### src/design/prt_pkg.sv
// Shared types and constants for the point rigid transform block.
// No dependencies; every other design file imports this package.
package prt_pkg;

  localparam int COEF_FRAC_BITS = 14;

  localparam int COORD_W = 32;
  localparam int COEF_W  = 16;
  localparam int PROD_W  = COEF_W + COORD_W;
  localparam int ACC_W   = PROD_W + 2;
  localparam int SUM_W   = ACC_W - COEF_FRAC_BITS;
  localparam int RES_W   = SUM_W + 1;

  localparam int CFG_IDX_W  = 3;
  localparam int CFG_DATA_W = 3 * COEF_W;

  // Configuration register indexes.
  localparam logic [CFG_IDX_W-1:0] REG_ROT_X   = 3'd0;
  localparam logic [CFG_IDX_W-1:0] REG_ROT_Y   = 3'd1;
  localparam logic [CFG_IDX_W-1:0] REG_ROT_Z   = 3'd2;
  localparam logic [CFG_IDX_W-1:0] REG_SHIFT_X = 3'd3;
  localparam logic [CFG_IDX_W-1:0] REG_SHIFT_Y = 3'd4;
  localparam logic [CFG_IDX_W-1:0] REG_SHIFT_Z = 3'd5;

  // Reset values of the rotation rows: unity weight on x for output x, a
  // quarter on y for output y and a sixteenth on z for output z.
  localparam logic [CFG_DATA_W-1:0] ROT_X_RESET = 48'h0000_0000_4000;
  localparam logic [CFG_DATA_W-1:0] ROT_Y_RESET = 48'h0000_1000_0000;
  localparam logic [CFG_DATA_W-1:0] ROT_Z_RESET = 48'h0400_0000_0000;

  // Point class codes.
  localparam logic [1:0] CLS_NORMAL    = 2'd0;
  localparam logic [1:0] CLS_MAX_RANGE = 2'd1;
  localparam logic [1:0] CLS_INVALID   = 2'd2;

  // One output row: three coefficients, lane 0 weighs x, lane 2 weighs z.
  typedef struct packed {
    logic [2:0][COEF_W-1:0] coef;
    logic [COORD_W-1:0]     shift;
  } row_cfg_t;

  // Load strobes for the arithmetic stages inside each row unit.
  typedef struct packed {
    logic s1_load;
    logic s2_load;
  } pipe_ctl_t;

endpackage

### src/design/prt_row.sv
// One output coordinate: three products, rounded sum plus translation, saturation.
// Depends on prt_pkg for widths, row_cfg_t and pipe_ctl_t.
module prt_row (
  input  logic                             clk,
  input  prt_pkg::pipe_ctl_t               ctl,
  input  prt_pkg::row_cfg_t                cfg,
  input  logic signed [prt_pkg::COORD_W-1:0] op_x,
  input  logic signed [prt_pkg::COORD_W-1:0] op_y,
  input  logic signed [prt_pkg::COORD_W-1:0] op_z,
  output logic signed [prt_pkg::COORD_W-1:0] res
);
  import prt_pkg::*;

  localparam logic signed [ACC_W-1:0] ROUND_BIAS = ACC_W'(1) << (COEF_FRAC_BITS - 1);
  localparam logic signed [COORD_W-1:0] SAT_MAX = {1'b0, {(COORD_W-1){1'b1}}};
  localparam logic signed [COORD_W-1:0] SAT_MIN = {1'b1, {(COORD_W-1){1'b0}}};

  logic signed [COEF_W-1:0]  c0, c1, c2;
  logic signed [PROD_W-1:0]  p0_r, p1_r, p2_r;
  logic signed [PROD_W-1:0]  p0_nxt, p1_nxt, p2_nxt;
  logic signed [ACC_W-1:0]   acc;
  logic signed [SUM_W-1:0]   rounded;
  logic signed [RES_W-1:0]   sum_r, sum_nxt;
  logic                      in_range;

  assign c0 = cfg.coef[0];
  assign c1 = cfg.coef[1];
  assign c2 = cfg.coef[2];

  assign p0_nxt = PROD_W'(c0) * PROD_W'(op_x);
  assign p1_nxt = PROD_W'(c1) * PROD_W'(op_y);
  assign p2_nxt = PROD_W'(c2) * PROD_W'(op_z);

  // Round to nearest with ties upward: add half an LSB, then floor.
  assign acc     = ACC_W'(p0_r) + ACC_W'(p1_r) + ACC_W'(p2_r) + ROUND_BIAS;
  assign rounded = $signed(acc[ACC_W-1:COEF_FRAC_BITS]);
  assign sum_nxt = RES_W'(rounded) + RES_W'($signed(cfg.shift));

  always_ff @(posedge clk) begin
    if (ctl.s1_load) begin
      p0_r <= p0_nxt;
      p1_r <= p1_nxt;
      p2_r <= p2_nxt;
    end
    if (ctl.s2_load) begin
      sum_r <= sum_nxt;
    end
  end

  // The value fits when all bits above the result's sign bit agree with it.
  assign in_range = (&sum_r[RES_W-1:COORD_W-1]) || !(|sum_r[RES_W-1:COORD_W-1]);

  always_comb begin
    priority if (in_range) begin
      res = sum_r[COORD_W-1:0];
    end else if (sum_r[RES_W-1]) begin
      res = SAT_MIN;
    end else begin
      res = SAT_MAX;
    end
  end

endmodule

### config.mk
export PLATFORM = sky130hd
export DESIGN_NAME = prt_row
export DESIGN_NICKNAME = d
export VERILOG_FILES = /design/src/design/prt_pkg.sv /design/src/design/prt_row.sv
export SDC_FILE = /design/constraint.sdc
export NUM_CORES = 2
export LEC_CHECK = 0
export BUFFER_PORTS_ARGS = -buffer_cell sky130_fd_sc_hd__buf_2
export CORE_ASPECT_RATIO = 1.5
export CORE_MARGIN = 4
export CORE_UTILIZATION = 40
export CTS_CLUSTER_DIAMETER = 120
export CTS_CLUSTER_SIZE = 30
export DETAILED_ROUTE_END_ITERATION = 12
export GPL_ROUTABILITY_DRIVEN = 0
export PLACE_DENSITY = 0.6
export SYNTH_ARGS = -nofsm -noshare
export SYNTH_HDL_FRONTEND = slang
export SYNTH_SLANG_ARGS = --single-unit
### constraint.sdc
create_clock -name clk -period 8.52 [get_ports clk]
set_input_delay 0.426 -clock clk [delete_from_list [all_inputs] [get_ports clk]]
set_output_delay 0.426 -clock clk [all_outputs]
set_load 0.01 [all_outputs]
# Word level (Yosys, flattened, before mapping)
# Index checks and enable logic that the tools add are counted.
dict set report classes {
  n_reduce_logical 4
  mul 3
  n_addsub 4
  mux 2
}
# op n
set op_table {}
lappend op_table {{16-bit by 32-bit multiplier with 48-bit output} 3}
lappend op_table {{32-bit 2-to-1 mux} 2}
lappend op_table {{49-bit by 48-bit adder with 50-bit output} 1}
lappend op_table {{50-bit by 15-bit adder with 50-bit output, second input constant} 1}
lappend op_table {{48-bit by 48-bit adder with 49-bit output} 1}
lappend op_table {{36-bit by 32-bit adder with 37-bit output} 1}
lappend op_table {{6-bit AND reduction} 1}
lappend op_table {{6-bit OR reduction} 1}
lappend op_table {{1-bit zero test} 1}
lappend op_table {{1-bit logical OR} 1}
dict set report word_totals {
  inputBits 179
  reg_bits 181
  out_inout_bits 32
}

# Longest topological paths before layout
dict set report depth {
  word_depth 4
  ltp_mapped 28
  ltp_nobuf 28
}

# Worst setup path before layout
# Ideal clock, no wire load.
dict set report synth_timing {
  path_type {input-to-reg}
  startpoint {in op_y[12] (netlist bit)}
  endpoint {reg p1_r[46], data pin}
  cell_stages 23
  setup_slack_ns 1.862
  required_ns 8.251
  path_buffers 1
  t_arrival_ns 6.389
  cell_sequence {clkbuf_1 nand2_1 fa_1 fa_1 fa_1 inv_1 fa_1 fa_1 inv_1 fa_1 inv_1 ha_1 a21o_1 a311o_1 a221oi_1 a31oi_1 a211oi_1 nor3_2 a21o_1 a21oi_1 o21a_1 o31ai_1 xor2_1}
}
dict set report synth_between {
  elab_chain_cells 1
}
# element line_no
set synth_rtl {}
lappend synth_rtl {{start, declared} prt_row.sv:8} ;# input logic signed [prt_pkg::COORD_W-1:0] op_y,
lappend synth_rtl {{16-bit by 32-bit multiplier with 48-bit output} prt_row.sv:31} ;# assign p1_nxt = PROD_W'(c1) * PROD_W'(op_y);
lappend synth_rtl {{net p1_nxt[46]} prt_row.sv:20} ;# logic signed [PROD_W-1:0] p0_nxt, p1_nxt, p2_nxt;
lappend synth_rtl {{end signal, assigned} prt_row.sv:42} ;# p1_r <= p1_nxt;
lappend synth_rtl {{end, declared} prt_row.sv:19} ;# logic signed [PROD_W-1:0] p0_r, p1_r, p2_r;
# The timed path passes the listed nets, and every way through them passes these cells.
# A chain may end at the register's enable or synchronous reset.

# Worst setup path after layout
dict set report layout_timing {
  startpoint {reg p0_r[4]}
  endpoint {reg sum_r[34], data pin}
}
dict set report layout_between {
  elab_chain_cells 4
}
# element line_no
set layout_rtl {}
lappend layout_rtl {{start, declared} prt_row.sv:19}
lappend layout_rtl {{start signal, assigned} prt_row.sv:41} ;# p0_r <= p0_nxt;
lappend layout_rtl {{48-bit by 48-bit adder with 49-bit output} prt_row.sv:35} ;# assign acc = ACC_W'(p0_r) + ACC_W'(p1_r) + ACC_W'(p2_r) + ROUND_BIAS;
lappend layout_rtl {{49-bit by 48-bit adder with 50-bit output} prt_row.sv:35}
lappend layout_rtl {{50-bit by 15-bit adder with 50-bit output} prt_row.sv:35}
lappend layout_rtl {{36-bit by 32-bit adder with 37-bit output} prt_row.sv:37} ;# assign sum_nxt = RES_W'(rounded) + RES_W'($signed(cfg.shift));
lappend layout_rtl {{net sum_nxt[34]} prt_row.sv:23} ;# logic signed [RES_W-1:0] sum_r, sum_nxt;
lappend layout_rtl {{end signal, assigned} prt_row.sv:46} ;# sum_r <= sum_nxt;
lappend layout_rtl {{end, declared} prt_row.sv:23}
# The timed path passes the listed nets, and every way through them passes these cells.

==> results.md <==
- Antenna viol nets, final: 0
- WP data arrival: 7500 ps
- Critical path class: reg2reg
- Vias in the first global route: 51.3k
- I/O Pins: 211
- Min cycle time layout: 7290 ps
- Max incr delay on CP: 530 ps
- Area growth syn-to-layout: 5.28%
- H-tree lvl count: 4
- Largest family of logic cells by synthesized area: adder cells
- Residual DRC: 0
- WHS: 340 ps
- NumNets Final: 9,024
- Row cnt: 179
- Max cap viols: 0
- Initial core utilization: 40.2%
- XOR/XNOR share of the synthesized area: 2.84%
- WL final: 173,000 um
- Antenna violations before repair: 30
- CTS buffer count: 17
- IO Port Bufs: 210
- Post-CTS resize count: 0
- Mux contribution to synthesized area: 0.0157%
- CTS tree: yes
- Mapped Nets: 9,036
- Rel. slew slack: 25.4%
- RSZ-0062 raised after global routing: no
- CP endpoint kind: flop
- Cell taking the most area after synthesis: fa_1
- CP max stage cell: fa_1
- Share of layout cells above drive strength 1: 3.98%
- Synth Flop Type: edfxtp_1
- Die Span X: 334 um
- Starting DRT DRC Count: 2,136
- DR pass1 iterations: 5
- DIE AREA: 0.166 mm2
- Simple-gate share of the synthesized area: 14.5%
- EDFF count, synth: 181
- Global route overflow: 0
- Placed insts: 8,929
- Vias per cell: 5.11
- Reg2reg setup slack: 1230 ps
- Detail Placement HPWL: 143,000 um
- Area fraction of the dominant cell type after synthesis: 47.2%
- Status: finished, final reports clean
- CP max FO: 4
- Via count: 45.8k
- Post-CTS setup buffers: 0
- Synthesized instance count: 6,879
- Worst Path Required: 8730 ps
- Number of hold buffers added after cts: 0
- #FFs+latches synth: 181
- Clk pin slew, worst setup/hold paths: 70 ps
- Longest Clk Path Bufs: 2
- Post-synthesis compound-gate area fraction: 6.03%
- Place WS: 868 ps
- Vert. Die Dim: 498 um
- Final hold violation count: 0
- Largest cells by area after synthesis: fa_1 47%, inv_1 10%, ha_1 9.2%
- Tot GR Track Use: 21.4%
- Worst min path class: in2reg
- Final setup fails: 0
- Routed length per instance: 19.3 um
- Pin count of the biggest net entering global routing: 76
- Post-synthesis sequential area ratio: 8.50%
- Part of the cycle the worst path needs: 85.6%
- Insertion delay to the later sink of the worst-skew pair: 460 ps
- Core area: 0.159 mm2
- Clock Sinks: 181
- Cell Count, Final, Fillers Out: 8,974
- Fin Setup TNS: 0 ps
- Slew at the pin closest to its max-slew limit: 1120 ps
- FMAX: 137 MHz
- Synth Area in Adders: 56.4%
- Ys async rst share: 0%
- Startpoint Class: flop
- Setup ws final: 1230 ps
- First-pass GRT wire length: 279,000 um
- Final Max Tran Viols: 0
- Mapped cell area: 0.0639 mm2
- Synth cell types: 72
- Clk_skew: 15.5 ps
- Mean Syn Cell Area: 9.29 um2
- Yosys warning count: 0
- Root Driver: clkbuf_16
metrics by stage:
stage	cell area, um2	utilization [%]
2_1_floorplan	63900	-
5_1_grt	67300	42.4
3_5_place_dp	66700	42.0
6_report	67300	42.4
4_1_cts	67300	42.4
3_3_place_gp	66700	42.0
cell families (layout without fill, tap and decap cells):
group | count (synthesis) | count (layout)
AOI/OAI and AO/OA | 588 | 588
xor gates and xnor gates | 207 | 207
other | 0 | 13
adders and majority gates | 1978 | 1978
muxes | 1 | 1
and+or+nand+nor | 1926 | 1926
DFF | 181 | 181
buffers and inverters | 1998 | 1999
sequential cells by signal, summed over array words and instances (netlist names):
register	cells
p2_r	48
p1_r	48
p0_r	48
sum_r	37
critical path, delay by kind of cell, from the launching register on:
kind            cells  cell delay, ps
compound gates     15            3510
xor+xnor            1             220
fa+ha+maj           4            1440
buf+inv             2             120
flops               1             330
simple gates        6            1420
layout make-up:
| type | count | area (um2) |
|---|---|---|
| Antenna cell | 13 | 32.5 |
| Clock buffer | 18 | 429 |
| Clock inverter | 14 | 113 |
| Fill cell | 15600 | 91500 |
| Inverter | 1746 | 6550 |
| Multi-Input combinational cell | 4700 | 51000 |
| Sequential cell | 181 | 5440 |
| Tap cell | 2081 | 2600 |
| Timing Repair Buffer | 221 | 1140 |
synthesized netlist by cell type, drive strengths merged (36+ instances only):
cell type,count
nand3,36
nand2b,38
xor2,63
edfxtp,181
and2,626
xnor2,144
a21oi,178
nand2,916
fa,1506
o21ai,98
nor2,192
a21o,144
ha,472
inv,1745
clkbuf,245
layout by cell type, fill, tap and decap left out, types with 9 or more instances in the layout:
master,n
o31ai_1,11
buf_2,209
inv_1,1743
diode_2,13
edfxtp_1,181
a21oi_1,177
a21o_1,144
xnor2_1,144
and2_1,626
o211ai_1,9
nand2b_1,38
clkbuf_16,17
nand3_1,36
ha_1,472
nand4_1,17
nand2_1,916
and3_1,21
nor2b_1,27
nor2_1,191
buf_4,11
o21ai_0,92
o21bai_1,27
nor3_1,24
xor2_1,63
fa_1,1506
o21a_1,33
a211oi_1,17
path summary, 6_finish.rpt:
kind	start	endpoint	cells past startpoint
setup / recovery	p0_r[4]	sum_r[34]	28
setup reg to reg	p0_r[4]	sum_r[34]	28
hold / removal	cfg[0]	sum_r[0]	2
hold reg to reg	p1_r[14]	sum_r[0]	5
metal layers:
metal	track usage (%)	vias up	wire length (um)
met5	0	-	185
met4	8.83	26	8170
met3	3.60	394	9920
met2	38.8	1210	90700
met1	25.1	24000	64400
li1	-	20300	-
Power is not shown: default switching activity piles up to over one toggle a cycle in this logic, so the estimate is an artifact.
