===== src/design/prt_pkg.sv =====
// Shared types and constants for the point rigid transform block.
// No dependencies; every other design file imports this package.
package prt_pkg;

  localparam int COEF_FRAC_BITS = 14;

  localparam int COORD_W = 32;
  localparam int COEF_W  = 16;
  localparam int PROD_W  = COEF_W + COORD_W;
  localparam int ACC_W   = PROD_W + 2;
  localparam int SUM_W   = ACC_W - COEF_FRAC_BITS;
  localparam int RES_W   = SUM_W + 1;

  localparam int CFG_IDX_W  = 3;
  localparam int CFG_DATA_W = 3 * COEF_W;

  // Configuration register indexes.
  localparam logic [CFG_IDX_W-1:0] REG_ROT_X   = 3'd0;
  localparam logic [CFG_IDX_W-1:0] REG_ROT_Y   = 3'd1;
  localparam logic [CFG_IDX_W-1:0] REG_ROT_Z   = 3'd2;
  localparam logic [CFG_IDX_W-1:0] REG_SHIFT_X = 3'd3;
  localparam logic [CFG_IDX_W-1:0] REG_SHIFT_Y = 3'd4;
  localparam logic [CFG_IDX_W-1:0] REG_SHIFT_Z = 3'd5;

  // Reset values of the rotation rows: unity weight on x for output x, a
  // quarter on y for output y and a sixteenth on z for output z.
  localparam logic [CFG_DATA_W-1:0] ROT_X_RESET = 48'h0000_0000_4000;
  localparam logic [CFG_DATA_W-1:0] ROT_Y_RESET = 48'h0000_1000_0000;
  localparam logic [CFG_DATA_W-1:0] ROT_Z_RESET = 48'h0400_0000_0000;

  // Point class codes.
  localparam logic [1:0] CLS_NORMAL    = 2'd0;
  localparam logic [1:0] CLS_MAX_RANGE = 2'd1;
  localparam logic [1:0] CLS_INVALID   = 2'd2;

  // One output row: three coefficients, lane 0 weighs x, lane 2 weighs z.
  typedef struct packed {
    logic [2:0][COEF_W-1:0] coef;
    logic [COORD_W-1:0]     shift;
  } row_cfg_t;

  // Load strobes for the arithmetic stages inside each row unit.
  typedef struct packed {
    logic s1_load;
    logic s2_load;
  } pipe_ctl_t;

endpackage


===== src/design/prt_cfg.sv =====
// Configuration register file for the point rigid transform block.
// Depends on prt_pkg for register indexes, reset values and row_cfg_t.
module prt_cfg (
  input  logic                           clk,
  input  logic                           rst_n,
  input  logic                           cfg_valid,
  output logic                           cfg_ready,
  input  logic [prt_pkg::CFG_IDX_W-1:0]  cfg_index,
  input  logic [prt_pkg::CFG_DATA_W-1:0] cfg_data,
  output prt_pkg::row_cfg_t              row_x,
  output prt_pkg::row_cfg_t              row_y,
  output prt_pkg::row_cfg_t              row_z
);
  import prt_pkg::*;

  logic [CFG_DATA_W-1:0] rot_x_r, rot_y_r, rot_z_r;
  logic [COORD_W-1:0]    shift_x_r, shift_y_r, shift_z_r;

  // Writes are always taken: cfg_ready is tied high.
  assign cfg_ready = 1'b1;

  always_ff @(posedge clk) begin
    if (!rst_n) begin
      rot_x_r   <= ROT_X_RESET;
      rot_y_r   <= ROT_Y_RESET;
      rot_z_r   <= ROT_Z_RESET;
      shift_x_r <= '0;
      shift_y_r <= '0;
      shift_z_r <= '0;
    end else if (cfg_valid) begin
      unique case (cfg_index)
        REG_ROT_X:   rot_x_r   <= cfg_data;
        REG_ROT_Y:   rot_y_r   <= cfg_data;
        REG_ROT_Z:   rot_z_r   <= cfg_data;
        REG_SHIFT_X: shift_x_r <= cfg_data[COORD_W-1:0];
        REG_SHIFT_Y: shift_y_r <= cfg_data[COORD_W-1:0];
        REG_SHIFT_Z: shift_z_r <= cfg_data[COORD_W-1:0];
        default: ;
      endcase
    end
  end

  assign row_x = '{coef: rot_x_r, shift: shift_x_r};
  assign row_y = '{coef: rot_y_r, shift: shift_y_r};
  assign row_z = '{coef: rot_z_r, shift: shift_z_r};

endmodule


===== config.mk =====
export PLATFORM = sky130hd
export DESIGN_NAME = prt_cfg
export DESIGN_NICKNAME = d
export VERILOG_FILES = /design/src/design/prt_pkg.sv /design/src/design/prt_cfg.sv
export SDC_FILE = /design/constraint.sdc
export NUM_CORES = 1
export LEC_CHECK = 0
export BUFFER_PORTS_ARGS = -buffer_cell sky130_fd_sc_hd__buf_2
export CAP_MARGIN = 10
export CORE_MARGIN = 1.5
export CORE_UTILIZATION = 40
export DETAILED_ROUTE_END_ITERATION = 8
export GPL_TIMING_DRIVEN = 0
export PLACE_DENSITY_LB_ADDON = 0.1
export SETUP_SLACK_MARGIN = 0.02
export SYNTH_ARGS = -nofsm -noshare
export SYNTH_HDL_FRONTEND = slang
export SYNTH_SLANG_ARGS = --single-unit

===== constraint.sdc =====
create_clock -name clk -period 1.7 [get_ports clk]
set_input_delay 0.255 -clock clk [delete_from_list [all_inputs] [get_ports clk]]
set_output_delay 0.255 -clock clk [all_outputs]
set_load 0.005 [all_outputs]

After elaboration in Yosys (flattened, before gate mapping)
Index checks and enable logic that the tools add are counted.
{"block": "word_totals", "inputBits": 54, "wordCells": 18, "output_inout_bits": 241, "reg_bits": 240}
{"block": "classes", "n_reduce_logical": 7, "eq_ne": 5}
{"op": "$reduce_and A2 Y1", "n": 6}
{"op": "$eq A3 B2 Y1 const B", "n": 2}
{"op": "$eq A3 B3 Y1 const B", "n": 2}
{"op": "$eq A3 B1 Y1 const B", "n": 1}
{"op": "$logic_not A3 Y1", "n": 1}

Longest topological paths before layout
Gate-level depths: netlist of run 1.
{"block": "depth", "ltp_word": 2, "mapped_depth": 6, "depth_no_buf": 2}

Least setup slack after synthesis of run 1
OpenSTA, ideal clock, no wires.
{"block": "synth_timing", "kind": "input -> register", "from": "input cfg_index[0] in the netlist's numbering", "to": "register rot_x_r[15]", "arrival_ns": 1.260, "n_path_buf": 3, "path_slack_ns": 0.369, "setup_time_ns": 0.072, "required_time_ns": 1.628, "stages": 5, "cell_sequence": "buf_2 > nor4b_2 > buf_4 > buf_6 > mux2i_1"}
{"block": "synth_via", "elab_chain_cells": 2}
{"element": "start, declared", "line": "prt_cfg.sv:8", "rtl": "input logic [prt_pkg::CFG_IDX_W-1:0] cfg_index,"}
{"element": "$logic_not A3 Y1", "line": "prt_cfg.sv:31", "rtl": "unique case (cfg_index)"}
{"element": "$reduce_and A2 Y1 (no source line)"}
{"element": "end signal, assigned", "line": "prt_cfg.sv:32", "rtl": "REG_ROT_X: rot_x_r <= cfg_data;"}
{"element": "end, declared", "line": "prt_cfg.sv:16", "rtl": "logic [CFG_DATA_W-1:0] rot_x_r, rot_y_r, rot_z_r;"}
No other way between the ends.
A chain may end at the register's enable or synchronous reset.

==> results of run 1 <==
[power groups by stage]
stage               clock network (W)  logic (W)  registers, W
floorplan                           0   0.000382       0.00594
global placement                    0   0.000758       0.00593
detailed placement                  0   0.000760       0.00593
CTS                           0.00625   0.000765       0.00581
global route                  0.00648   0.000827       0.00582
finish                        0.00613   0.000752       0.00581
[worst min-delay path: stages]
cell	delay, ns
buf_2	0.09
nor2b_1	0.04
mux2i_1	0.11
[what timing repair did]
action,in CTS,in global routing
hold buffers,1,0
setup endpoints to repair,0,0
hold endpoints to repair,1,0
[path summary, 6_finish.rpt]
check,cells after the start,to
worst min-delay path,3,rot_y_r[28]
worst min register to register,2,rot_x_r[19]
worst max register to register,2,rot_y_r[37]
worst max-delay path,4,rot_x_r[9]
[area by class of cell]
type,instances,share of cell area
antenna,3,0.000655
buffer,61,0.0255
clock buffer,40,0.0711
clock inverter,7,0.0118
multi-input combinational,539,0.313
sequential,240,0.419
tap,275,0.0300
timing repair buffer,292,0.128
[cell usage in the layout (no fill, tap or decap)]
| cell type | n |
|---|---|
| buf_2 | 311 |
| nand2_1 | 285 |
| mux2i_1 | 240 |
| dfxtp_1 | 240 |
| clkbuf_1 | 37 |
| clkbuf_16 | 27 |
| clkbuf_8 | 9 |
| buf_4 | 6 |
| nor2b_1 | 6 |
| bufinv_16 | 4 |
| diode_2 | 3 |
| nand4bb_1 | 3 |
| clkinv_2 | 3 |
| buf_6 | 2 |
| nand4b_1 | 2 |
| nor4b_2 | 1 |
| nor4bb_1 | 1 |
| conb_1 | 1 |
| dlygate4sd3_1 | 1 |
[through the flow]
step	worst slack, ns	setup TNS (ns)
after floorplan	0.369	0
after detailed placement	-0.134	-10.20
after global routing	0.224	0
final	0.392	0
after global placement	-0.117	-6.23
after CTS	0.383	0
[logic make-up (layout without fill, tap and decap cells)]
| group | after synthesis | after routing | share of synthesized area |
|---|---|---|---|
| AND/OR/NAND/NOR | 298 | 298 | 0.136 |
| multiplexers | 240 | 240 | 0.277 |
| flip-flops | 240 | 240 | 0.553 |
| buffers and inverters | 61 | 400 | 0.0336 |
| other | 1 | 4 | 0.000432 |
[layer usage]
layer  vias to the layer above  routed length (um)  global-route usage
met5                         -                  12                   0
met4                         2                 558              0.0618
met3                        41                1960              0.0624
met2                       208               11300               0.354
met1                      3272               11600               0.289
li1                       3411                   -                   -
[flip-flops by register name, indices dropped and copies added, names as in the netlist]
| name | count |
|---|---|
| rot_x_r | 48 |
| rot_y_r | 48 |
| rot_z_r | 48 |
| shift_x_r | 32 |
| shift_y_r | 32 |
| shift_z_r | 32 |
==> impl_metrics.py, run 1 <==
metrics = {
    "status": {
        "outcome": "finished, final reports clean",
    },
    "route": {
        "dr.first_iter.drc_count": 177,
        "avgViaCountPerCell": 4.76,
        "drt.antenna.violating_nets": 0,
        "wl_per_cell_um": 17.5,
        "vias": 6934,
        "drt_first_pass_iters": 5,
        "routed_wirelength_um": 25500,
        "drc": 0,
    },
    "cts": {
        "ctsResizeCount": 0,
        "cts_made_buffers": 26,
        "post_cts_buffers": 0,
        "htree_levels": 1,
        "cts_tree": "built",
        "clk_latency_ns": 0.51,
        "clk_pin_slew_ns": 0.06,
        "ctsLongestPathBuffers": 3,
        "ctsRootBufferMaster": "clkbuf_16",
        "clock_sinks": 240,
    },
    "logic_synthesis": {
        "synth_area_um2": 8690,
        "post-synth-top-area-cell": "dfxtp_1",
        "synth-edff-count": 0,
        "synthDominantCellAreaShare": 0.553,
        "synth.top_cells.by_area": "dfxtp_1 55%, mux2i_1 28%, nand2_1 12%",
        "syn_inst": 840,
        "ys_seq_area_frac": 0.553,
        "synth_nets": 894,
        "yosysMostFrequentCell": "nand2_1",
        "synthTopCellsByCount": "285 x nand2_1, 240 x dfxtp_1, 240 x mux2i_1",
        "synth_cell_types": 13,
        "synth.avg_cell_area_um2": 10.3,
        "yosysWarnings": 0,
        "ys_ff_latch": 240,
        "synth_ff_type": "dfxtp_1",
        "synth-async-reset-ratio": 0,
    },
    "flow_run": {
        "max-cap-violations": 0,
    },
    "die": {
        "rows": 53,
        "die-width_um": 150,
        "die_y_um": 150,
        "io_pins": 295,
        "start_util": 0.411,
        "core_area_um2": 21200,
        "dieArea_um2": 22600,
    },
    "sta": {
        "hold_violations": 0,
        "fin_hold_ws_ns": 0.0224,
        "finalClockSkew_ns": 0,
        "max_freq_mhz": 765,
        "period_minus_slack_ns": 1.31,
        "setup_violations": 0,
        "worst_pin_slew_ns": 0.667,
        "timing.slew.headroom": 0.555,
        "slew_violations": 0,
        "rsz0062_at_grt": "no",
        "period_share": 0.769,
    },
    "worst_setup_path": {
        "path_class": "primary input to flop",
        "crit_family": "buffers and inverters",
        "critPathArrivalTime_ns": 1.75,
        "cp-start-kind": "primary input",
        "path_cells": "clkbuf_1, clkbuf_1, nand2_1, mux2i_1",
        "critPathLaunch": "rst_n",
        "path_max_fanout": 10,
        "path_common_cell": "clkbuf_1",
        "reg2reg_from": "rot_y_r[37]",
        "reg2reg_slack_ns": 1.04,
        "cp.buffers_inverters": 2,
        "required_ns": 2.14,
        "cp-end-kind": "flop",
        "slowest_delay_ns": 0.52,
        "cpMaxStageDelayCell": "clkbuf_1",
    },
    "place": {
        "gp_congestion": 0.753,
        "io_buffers": 291,
        "dpl_cell_area_um2": 10500,
        "dp.cells": 1406,
        "hpwl_um": 18100,
    },
    "finish": {
        "multi_input_area_um2": 3590,
        "nFillCells": 1994,
        "nets": 1214,
        "instances_no_fill": 1457,
        "final-seq-area_um2": 4800,
        "drive_gt1_frac": 0.308,
        "syn2layout_area_growth_pct": 31.9,
        "final_util": 0.541,
        "fin_area_um2": 11500,
    },
    "grt": {
        "grt-ovfl-total": 0,
        "antenna_found_initial": 4,
        "grt_pass1_wl_um": 38700,
        "groute.usage.overall": 0.221,
        "grt_pass1_vias": 6839,
        "grt_max_degree": 14,
    },
    "min_path": {
        "hold_path.startpoint": "cfg_data[28]",
        "hold_class": "primary input to flop",
    },
    "power_and_ir_drop": {
        "p_sw_frac": 0.218,
        "p_per_area_nw_per_um2": 1110,
        "irDropWorstVdd_mv": 0.595,
        "clkPwrFrac": 0.483,
        "switching_power_w": 0.00277,
        "leakage_nw": 6.21,
        "power.internal_w": 0.00992,
        "seqPwrFrac": 0.458,
        "p_total_w": 0.0127,
        "combinationalPowerShare": 0.059,
    },
}
Note: power is estimated with default switching activity, not from simulation.
==> inputs of run 2 (changes only) <==
- ABC_AREA: unset -> 1
- clock period: 1.7 -> 1.08 ns (I/O delays scaled with it)
==> impl_metrics.py, run 2 <==
metrics = {
    "die": {
        "rows": 56,
        "die_y_um": 157,
        "start_util": 0.405,
        "dieArea_um2": 24500,
        "core_area_um2": 23300,
        "io_pins": 295,
        "die-width_um": 157,
    },
    "cts": {
        "clock_sinks": 240,
        "clk_pin_slew_ns": 0.06,
        "htree_levels": 1,
        "cts_tree": "built",
        "ctsRootBufferMaster": "clkbuf_16",
        "cts_made_buffers": 26,
        "ctsLongestPathBuffers": 3,
        "clk_latency_ns": 0.52,
    },
    "grt": {
        "grt_pass1_wl_um": 50000,
        "grt_max_degree": 13,
        "antenna_found_initial": 3,
        "grt-ovfl-total": 0,
        "grt_pass1_vias": 8769,
        "groute.usage.overall": 0.265,
    },
    "worst_setup_path": {
        "cp-end-kind": "primary output",
        "path_class": "flop to primary output",
        "cp.buffers_inverters": 1,
        "path_max_fanout": 2,
        "slowest_delay_ns": 0.36,
        "path_cells": "buf_2",
        "critPathArrivalTime_ns": 0.99,
        "cpMaxStageDelayCell": "dfxtp_2",
        "cp-start-kind": "flop",
        "required_ns": 0.92,
        "crit_family": "flip-flops",
    },
    "sta": {
        "period_minus_slack_ns": 1.16,
        "period_share": 1.07,
        "worst_pin_slew_ns": 0.637,
        "fin_hold_ws_ns": 0.0263,
        "timing.slew.headroom": 0.575,
        "max_freq_mhz": 866,
        "finalClockSkew_ns": 0,
        "slew_violations": 0,
        "fin_ws_ns": -0.0751,
        "rsz0062_at_grt": "yes",
        "hold_violations": 0,
        "setup_violations": 240,
    },
    "logic_synthesis": {
        "synth_area_um2": 9440,
        "ys_ff_latch": 240,
        "syn_inst": 1372,
        "synth_ff_type": "dfxtp_1",
        "synth.top_cells.by_area": "dfxtp_1 51%, nor2_1 19%, nand3_1 13%",
        "yosysWarnings": 0,
        "synth-async-reset-ratio": 0,
        "synth-edff-count": 0,
        "yosysMostFrequentCell": "nor2_1",
        "ys_seq_area_frac": 0.509,
        "post-synth-top-area-cell": "dfxtp_1",
        "synth.avg_cell_area_um2": 6.88,
        "synthTopCellsByCount": "483 x nor2_1, 252 x nand2_1, 240 x dfxtp_1, 240 x nand3_1, 50 x inv_1",
        "synth_nets": 1426,
        "synthDominantCellAreaShare": 0.509,
        "synth_cell_types": 12,
    },
    "route": {
        "avgViaCountPerCell": 4.79,
        "drt_first_pass_iters": 5,
        "drt.antenna.violating_nets": 0,
        "drc": 0,
        "vias": 9877,
        "wl_per_cell_um": 16.2,
        "routed_wirelength_um": 33400,
        "dr.first_iter.drc_count": 579,
    },
    "status": {
        "violations": "setup timing",
        "outcome": "finished with violations",
    },
    "finish": {
        "fin_area_um2": 13600,
        "nets": 1775,
        "final_common_cell": "nor2_1",
        "mostFrequentLayoutCells": "477 x nor2_1, 252 x nand2_1, 240 x nand3_1, 240 x dfxtp_2, 208 x buf_2",
        "syn2layout_area_growth_pct": 43.6,
        "drive_gt1_frac": 0.376,
        "largest_registers": "rot_x_r x48, rot_y_r x48, rot_z_r x48",
    },
    "place": {
        "dpl_cell_area_um2": 11300,
        "gp_congestion": 0.835,
        "hpwl_um": 23400,
        "io_buffers": 292,
        "place_ws_ns": -0.728,
    },
    "power_and_ir_drop": {
        "leakage_nw": 6.50,
        "p_total_w": 0.0206,
        "irDropWorstVdd_mv": 0.965,
        "p_per_area_nw_per_um2": 1520,
    },
    "flow_run": {
        "max-cap-violations": 0,
    },
    "min_path": {
        "hold_class": "primary input to flop",
    },
}
[run 2: changes by cell type after synthesis, sizes merged, moves of 33 or more]
cell   before  now
buf        28   72
inv         0   54
mux2i     240    0
nand2     285  252
nand3       0  240
nor2        0  484
[run 2: stage by stage]
| stage | setup TNS, ns | cells | util |
|---|---|---|---|
| 6_report | -9.85 | 2061 | 0.581 |
| 5_1_grt | -16.28 | 2060 | 0.581 |
| 4_1_cts | -14.50 | 2057 | 0.563 |
| 3_5_place_dp | -117.75 | 1983 | 0.484 |
| 3_3_place_gp | -111.91 | 1983 | 0.484 |
| 2_1_floorplan | 0 | 1372 | - |
[run 2: cells by family after synthesis]
family | Yosys count | share of synthesized area
other | 1 | 0.000397
buffers and inverters | 155 | 0.0705
AND/OR/NAND/NOR | 976 | 0.420
flip-flops | 240 | 0.509
[run 2: repair_timing]
| action | 4_1_cts | 5_1_grt |
|---|---|---|
| setup buffers | 11 | 2 |
| resized for setup | 310 | 80 |
| gates cloned | 0 | 0 |
| hold buffers | 16 | 0 |
| endpoints found under the hold margin | 33 | 0 |
| endpoints found under the setup margin | 320 | 388 |
[run 2: where the power goes]
group | internal, W | switching (W)
clock | 0.00524 | 0.00363
combinational | 0.000956 | 0.00138
sequential | 0.00923 | 0.000202
total | 0.0154 | 0.00521
[run 2: per-layer routing]
metal  vias up  part of all wire  global-route usage
li1       4957                 -                   -
met1      4536              0.44               0.360
met2       339              0.46               0.430
met3        43             0.077              0.0565
met4         2             0.022              0.0621
met5         -           0.00033                   0
[run 2: area by class of cell]
cell class                      count  area, um2
Antenna cell                        2       5.00
Timing Repair Buffer              321       2520
Clock buffer                       44        840
Sequential cell                   240       5100
Fill cell                        2278       9780
Tap cell                          319        399
Inverter                           54        203
Multi-Input combinational cell    977       3990
Clock inverter                      3       15.0
Buffer                            101        475
[run 2: worst reg2reg max path, stage by stage, from the launching register on]
cell and delay [ns]:
dfxtp_2 0.32, buf_4 0.13, buf_4 0.12, nor2_1 0.09, nor2_1 0.05
[run 2: path summary, 6_finish.rpt]
kind | from | to | slack, ns | cells past startpoint
worst min register to register | rot_y_r[32] | rot_y_r[32] | 0.47 | 2
worst min-delay path | cfg_data[41] | rot_z_r[41] | 0.03 | 5
worst max register to register | shift_x_r[28] | shift_x_r[28] | 0.26 | 4
worst max-delay path | rot_y_r[19] | row_y[51] | -0.08 | 1
